--- config.mk ---
export PLATFORM = sky130hd
export DESIGN_NAME = mtg_ctrl
export DESIGN_NICKNAME = d
export VERILOG_FILES = /design/src/hw/rtl/mtg_pkg.sv /design/src/hw/rtl/mtg_ctrl.sv
export SDC_FILE = /design/constraint.sdc
export NUM_CORES = 1
export LEC_CHECK = 0
export ABC_AREA = 1
export BUFFER_PORTS_ARGS = -buffer_cell sky130_fd_sc_hd__buf_4
export CAP_MARGIN = 20
export CORE_AREA = 2 2 39 41
export CTS_CLUSTER_DIAMETER = 40
export DETAILED_ROUTE_END_ITERATION = 10
export DIE_AREA = 0 0 41 43
export GPL_ROUTABILITY_DRIVEN = 0
export PLACE_DENSITY_LB_ADDON = 0.2
export SLEW_MARGIN = 20
export SYNTH_ARGS = -nofsm -noshare
export SYNTH_HDL_FRONTEND = slang
export SYNTH_SLANG_ARGS = --single-unit
--- constraint.sdc ---
create_clock -name clk -period 1.4 [get_ports clk]
set_clock_uncertainty 0.1 [all_clocks]
set_input_delay 0.07 -clock clk [delete_from_list [all_inputs] [get_ports clk]]
set_output_delay 0.07 -clock clk [all_outputs]
set_load 0.005 [all_outputs]
--- src/hw/rtl/mtg_pkg.sv ---
// mtg_pkg: shared types and constants of the mt19937 generator
// used by mtg_ctrl, mtg_datapath and mersenne_twister_generator; no dependencies

package mtg_pkg;

    localparam int unsigned TBL_WORDS = 624;
    localparam int unsigned TBL_SHIFT = 397;
    localparam int unsigned IDX_W     = 10;

    localparam logic [IDX_W-1:0] IDX_LAST     = IDX_W'(TBL_WORDS - 1);
    localparam logic [IDX_W-1:0] IDX_FULL     = IDX_W'(TBL_WORDS);
    localparam logic [IDX_W-1:0] IDX_UNSEEDED = IDX_W'(TBL_WORDS + 1);
    localparam logic [IDX_W-1:0] FAR_FWD      = IDX_W'(TBL_SHIFT);
    localparam logic [IDX_W-1:0] FAR_BACK     = IDX_W'(TBL_WORDS - TBL_SHIFT);

    localparam logic [31:0] INIT_MULT    = 32'd1812433253;
    localparam logic [31:0] TWIST_MAT    = 32'h9908_b0df;
    localparam logic [31:0] TEMPER_B     = 32'h9d2c_5680;
    localparam logic [31:0] TEMPER_C     = 32'hefc6_0000;
    localparam logic [31:0] DEFAULT_SEED = 32'd5489;

    typedef enum logic [2:0] {
        ST_IDLE,
        ST_SEED,
        ST_TW_PRIME,
        ST_TW_RUN,
        ST_READ,
        ST_TEMPER
    } state_t;

    // commands from controller to datapath, at most one per cycle
    typedef struct packed {
        logic seed_user;   // latch seed from the item
        logic seed_dflt;   // latch the default seed
        logic seed_step;   // write one word of the seed fill
        logic tw_prime;    // first read of a twist pass
        logic tw_issue;    // issue reads for one twisted word
        logic rd_issue;    // read the word at the index
        logic out_ld;      // temper and load the output register
    } cmd_t;

    typedef struct packed {
        logic             cnt_last;
        logic             idx_unseeded;
        logic             idx_full;
        logic             out_busy;
        logic [IDX_W-1:0] idx;
    } status_t;

endpackage

--- src/hw/rtl/mtg_ctrl.sv ---
// mtg_ctrl: sequencing state machine for seed fill, twist pass and draw
// depends on mtg_pkg

module mtg_ctrl (
    input  logic             clk,
    input  logic             rst_n,
    input  logic             s_tvalid,
    output logic             s_tready,
    input  logic             s_tuser,
    input  mtg_pkg::status_t st,
    output mtg_pkg::cmd_t    cmd
);
    import mtg_pkg::*;

    state_t state_reg;
    state_t state_next;
    logic   pending_reg;
    logic   accept;

    assign s_tready = (state_reg == ST_IDLE);
    assign accept   = s_tvalid & s_tready;

    always_comb
    begin
        state_next = state_reg;
        case (state_reg)
            ST_IDLE:
            begin
                if (accept)
                begin
                    if (s_tuser || st.idx_unseeded)
                    begin
                        state_next = ST_SEED;
                    end
                    else if (st.idx_full)
                    begin
                        state_next = ST_TW_PRIME;
                    end
                    else
                    begin
                        state_next = ST_READ;
                    end
                end
            end
            ST_SEED:
            begin
                if (st.cnt_last)
                begin
                    state_next = pending_reg ? ST_TW_PRIME : ST_IDLE;
                end
            end
            ST_TW_PRIME: state_next = ST_TW_RUN;
            ST_TW_RUN:
            begin
                if (st.cnt_last)
                begin
                    state_next = ST_READ;
                end
            end
            ST_READ: state_next = ST_TEMPER;
            ST_TEMPER:
            begin
                if (!st.out_busy)
                begin
                    state_next = ST_IDLE;
                end
            end
            default: state_next = ST_IDLE;
        endcase
    end

    always_comb
    begin
        cmd = '0;
        case (state_reg)
            ST_IDLE:
            begin
                if (accept)
                begin
                    cmd.seed_user = s_tuser;
                    cmd.seed_dflt = ~s_tuser & st.idx_unseeded;
                end
            end
            ST_SEED:     cmd.seed_step = 1'b1;
            ST_TW_PRIME: cmd.tw_prime  = 1'b1;
            ST_TW_RUN:   cmd.tw_issue  = 1'b1;
            ST_READ:     cmd.rd_issue  = 1'b1;
            ST_TEMPER:   cmd.out_ld    = ~st.out_busy;
            default:     cmd = '0;
        endcase
    end

    always_ff @(posedge clk or negedge rst_n)
    begin
        if (!rst_n)
        begin
            state_reg   <= ST_IDLE;
            pending_reg <= 1'b0;
        end
        else
        begin
            state_reg <= state_next;
            if (cmd.seed_user)
            begin
                pending_reg <= 1'b0;
            end
            else if (cmd.seed_dflt)
            begin
                pending_reg <= 1'b1;
            end
        end
    end

endmodule

Word level (Yosys, flattened, before mapping)
Cells that the tools add are included.
{"block": "totals", "elab_cells": 36, "in_bits": 18, "reg_bits": 4, "output_inout_bits": 8}
{"block": "op_classes", "n_eq_ne": 9, "reduce_logical": 4, "mux": 17, "n_bitwise": 4}
{"operator": "$mux 3", "count": 6}
{"operator": "$pmux 3 s6", "count": 1}
{"operator": "$mux 1", "count": 7}
{"operator": "$eq 3x2->1 const B", "count": 2}
{"operator": "$eq 3x3->1 const B", "count": 2}
{"operator": "$mux 2", "count": 3}
{"operator": "$ne 2x2->1 const B", "count": 3}
{"operator": "$reduce_and 4->1", "count": 1}
{"operator": "$eq 3x1->1 const B", "count": 1}
{"operator": "$logic_not 3->1", "count": 1}
{"operator": "$and 1x1->1", "count": 2}
{"operator": "$ne 2x1->1 const B", "count": 1}
{"operator": "$not 1->1", "count": 2}
{"operator": "$reduce_bool 2->1", "count": 1}
{"operator": "$logic_or 1x1->1", "count": 1}

Depth between registers and ports, before layout
{"block": "depth", "ltp_word": 6, "mapped_depth": 8, "ltp_nobuf": 7}

Least setup slack after synthesis
Ideal clock, no wire load.
{"block": "synth_timing", "path_kind": "register -> register", "start": "register state_reg[0]", "end": "register pending_reg", "required_time_ns": 1.178, "path_buffers": 1, "t_arrival_ns": 0.954, "path_stages_with_launch": 8, "synth_period_minus_slack_ns": 1.176, "setup_slack_ns": 0.224, "path_cell_list": "dfrtp_1 > buf_4 > inv_2 > nand2_4 > nor2_4 > nand2_1 > nor2_2 > a21oi_1"}
{"element": "start, declared", "line_no": "mtg_ctrl.sv:15", "source": "state_t state_reg;"}
{"element": "start signal, assigned", "line_no": "mtg_ctrl.sv:102", "source": "state_reg <= state_next;"}
{"element": "end signal, assigned", "line_no": "mtg_ctrl.sv:98", "source": "pending_reg <= 1'b0;"}
{"element": "end signal, assigned", "line_no": "mtg_ctrl.sv:105", "source": "pending_reg <= 1'b0;"}
{"element": "end signal, assigned", "line_no": "mtg_ctrl.sv:109", "source": "pending_reg <= 1'b1;"}
{"element": "end, declared", "line_no": "mtg_ctrl.sv:17", "source": "logic pending_reg;"}

==> impl_metrics.env <==
export IMPL_status="completed"
export IMPL_hp_start="st[13]"
export IMPL_ys_ff_latch=4
export IMPL_fin_ws_ns=0.03672
export IMPL_insertion_delay_ns=0.23
export IMPL_initial_core_util_pct=24.59
export IMPL_slew_headroom_pct=83.08
export IMPL_grt_pass1_wl_um=1462
export IMPL_die_w_um=41
export IMPL_clk_pin_slew_ns=0.04
export IMPL_grt_usage_pct=12.60
export IMPL_diodes=0
export IMPL_core_um2=1384
export IMPL_p_total_mw=0.9900
export IMPL_cts_buffer_depth=2
export IMPL_leakagePower_nw=0.3002
export IMPL_design_die_area_um2=1763
export IMPL_fin_crit_sh_pct=97.38
export IMPL_power_switching_mw=0.4222
export IMPL_syn_inst=52
export IMPL_clkPwrFrac_pct=14.1
export IMPL_p_int_mw=0.5678
export IMPL_cp_startpoint="state_reg[0]$_DFFE_PN0P_"
export IMPL_route_detailed_drc=0
export IMPL_yosysTopAreaCell="dfrtp_1"
export IMPL_placed_cell_area_um2=465.4
export IMPL_gr_total_overflow=0
export IMPL_rsz0062_at_grt="yes"
export IMPL_p_seq_share_pct=23.1
export IMPL_grt_max_degree=8
export IMPL_final_common_cell="buf_4"
export IMPL_wire_per_inst_um=9.978
export IMPL_dp_slack_ns=0.1344
export IMPL_synth_xor_xnor_area_share_pct=0
export IMPL_power_frac_comb_pct=62.8
export IMPL_htreeDepth=1
export IMPL_ys_top_cells_by_area="dfrtp_1 29%, nand2_1 12%, inv_1 7.7%"
export IMPL_largest_reg_flops=3
export IMPL_syn_area_per_cell_um2=6.545
export IMPL_final_area_um2=551.8
export IMPL_setup_viol=0
export IMPL_layout_drive_gt1_share_pct=48.65
export IMPL_cp_end_kind="output port"
export IMPL_synth_simple_area_share_pct=51.84
export IMPL_hold_class="in -> reg"
export IMPL_hold_violations=0
export IMPL_drt_iter0_drc=5
export IMPL_post_route_min_period_ns=1.363
export IMPL_r2r_start="state_reg[1]$_DFFE_PN0P_"
export IMPL_first_global_vias=389
export IMPL_die_h_um=43
export IMPL_area_growth_synth_to_final_pct=62.13
export IMPL_synth_nets=70
export IMPL_ant_nets=0
export IMPL_synth_compound_area_share_pct=4.412
export IMPL_maxCapViolCount=0
export IMPL_rows=14
export IMPL_slew_violations=0
export IMPL_clkSinkCount=4
export IMPL_swShare_pct=42.65
export IMPL_tns_ns=0
export IMPL_numPortBuffers=15
export IMPL_io_pins=26
export IMPL_seq_area_frac_synth_pct=29.41
export IMPL_worstPathArrival_ns=1.19
export IMPL_dr_pass1_iters=4
export IMPL_netlist_area_um2=340.3
export IMPL_yosysUniqueCellTypes=17
export IMPL_powerDensity_nw_per_um2=1794
export IMPL_crit_fanout=3
export IMPL_nNetsFinal=94
export IMPL_synth_top_family_by_area="simple AND/OR/NAND/NOR gates"
export IMPL_cts_root_buf="clkbuf_4"
export IMPL_synth_top_area_share_pct=29.41
export IMPL_layout_common_cells="17 x buf_4, 11 x nand2_1, 7 x nor2_1, 7 x inv_1"
export IMPL_fmax_mhz=733.5
export IMPL_viasPerCell=4.389
export IMPL_setup_worst_path_start_class="flip-flop"
export IMPL_cts_buffers=3
export IMPL_yosys_area_share_adder_pct=0
export IMPL_num_vias=395
export IMPL_ir_worst_vdd_mv=0.6637
export IMPL_crit_required_ns=1.23
export IMPL_antenna_found_initial=0
export IMPL_path_class="reg -> out"
export IMPL_synth_mux_area_fraction_pct=0
export IMPL_tightest_slew_ns=0.2515
export IMPL_hpwl_um=657.7
export IMPL_drt_total_wl_um=898
export IMPL_cts_tree="yes"
export IMPL_ys_warn_count=0
[synth_stat cells]
cell,number
nor2_1,7
nand2_1,11
nand2_4,1
nor4_1,1
nor3_1,1
nor3_2,1
inv_1,7
nand3_1,4
nand3_2,2
dfrtp_1,4
a21oi_1,2
nand4_1,2
nor2_4,1
o21ai_1,1
nor2_2,2
buf_4,1
inv_2,4
[timing repair]
action,CTS,global route
endpoints found under the setup margin,3,4
gates resized for setup,2,5
hold endpoints to repair,4,0
gates cloned,0,0
setup buffers,4,0
hold buffers,1,0
pin swaps,0,0
[metrics by stage]
stage | hold WS [ns] | cells | util, %
2_1_floorplan | -0.3256 | 52 | -
3_3_place_gp | -0.2317 | 82 | 33.63
3_5_place_dp | -0.2310 | 82 | 33.63
4_1_cts | 0.001160 | 90 | 38.61
5_1_grt | 0.004637 | 90 | 39.87
6_report | 0.005756 | 90 | 39.87
[power groups by stage]
stage                     Combinational [mW]  Sequential (mW)  Clock, mW
after floorplan                        0.365            0.199          0
after global placement                 0.481            0.241          0
after detailed placement               0.476            0.240          0
after CTS                              0.588            0.218      0.148
after global routing                   0.692            0.235      0.160
final                                  0.622            0.229      0.139
[path summary, 6_finish.rpt]
| check | end | slack (ns) | depth (start not counted) |
|---|---|---|---|
| setup / recovery | cmd[6] | 0.04 | 6 |
| hold / removal | state_reg[1]$_DFFE_PN0P_ | 0.006 | 4 |
| setup reg to reg | state_reg[1]$_DFFE_PN0P_ | 0.15 | 7 |
| hold reg to reg | pending_reg$_DFFE_PN0P_ | 0.42 | 2 |
| max in group asynchronous | state_reg[2]$_DFFE_PN0P_ | 0.99 | 2 |
| min in group asynchronous | state_reg[0]$_DFFE_PN0P_ | 0.10 | 2 |
[worst max-delay path, stage by stage (launching register included)]
cell and delay [ns]:
dfrtp_2 0.42, inv_4 0.08, nand2_4 0.06, nor2_4 0.11, nand2_1 0.07, nor2_2 0.10
buf_4 0.12
[layer usage]
metal	vias up	GRT usage [%]	part of all wire (%)	wire length (um)
met5	-	0	0	0
met4	0	4.000	0	0
met3	0	7.853	7.9	71
met2	12	19.69	53	476
met1	173	13.36	39	349
li1	210	-	-	-
[final cells by class]
class	count	area (um2)
multi-input combinational	36	202.7
inverter	11	43.79
tap	16	20.02
fill	157	832.0
timing repair buffer	20	160.2
clock buffer	3	22.52
sequential	4	102.6
[logic make-up (layout without fill, tap and decap cells)]
logic type / count (synthesis) / after routing
and+or+nand+nor: 33 / 33
DFF: 4 / 4
buffers and inverters: 12 / 34
AOI/OAI and AO/OA: 3 / 3
No activity file was read; power rests on OpenSTA's default activity.
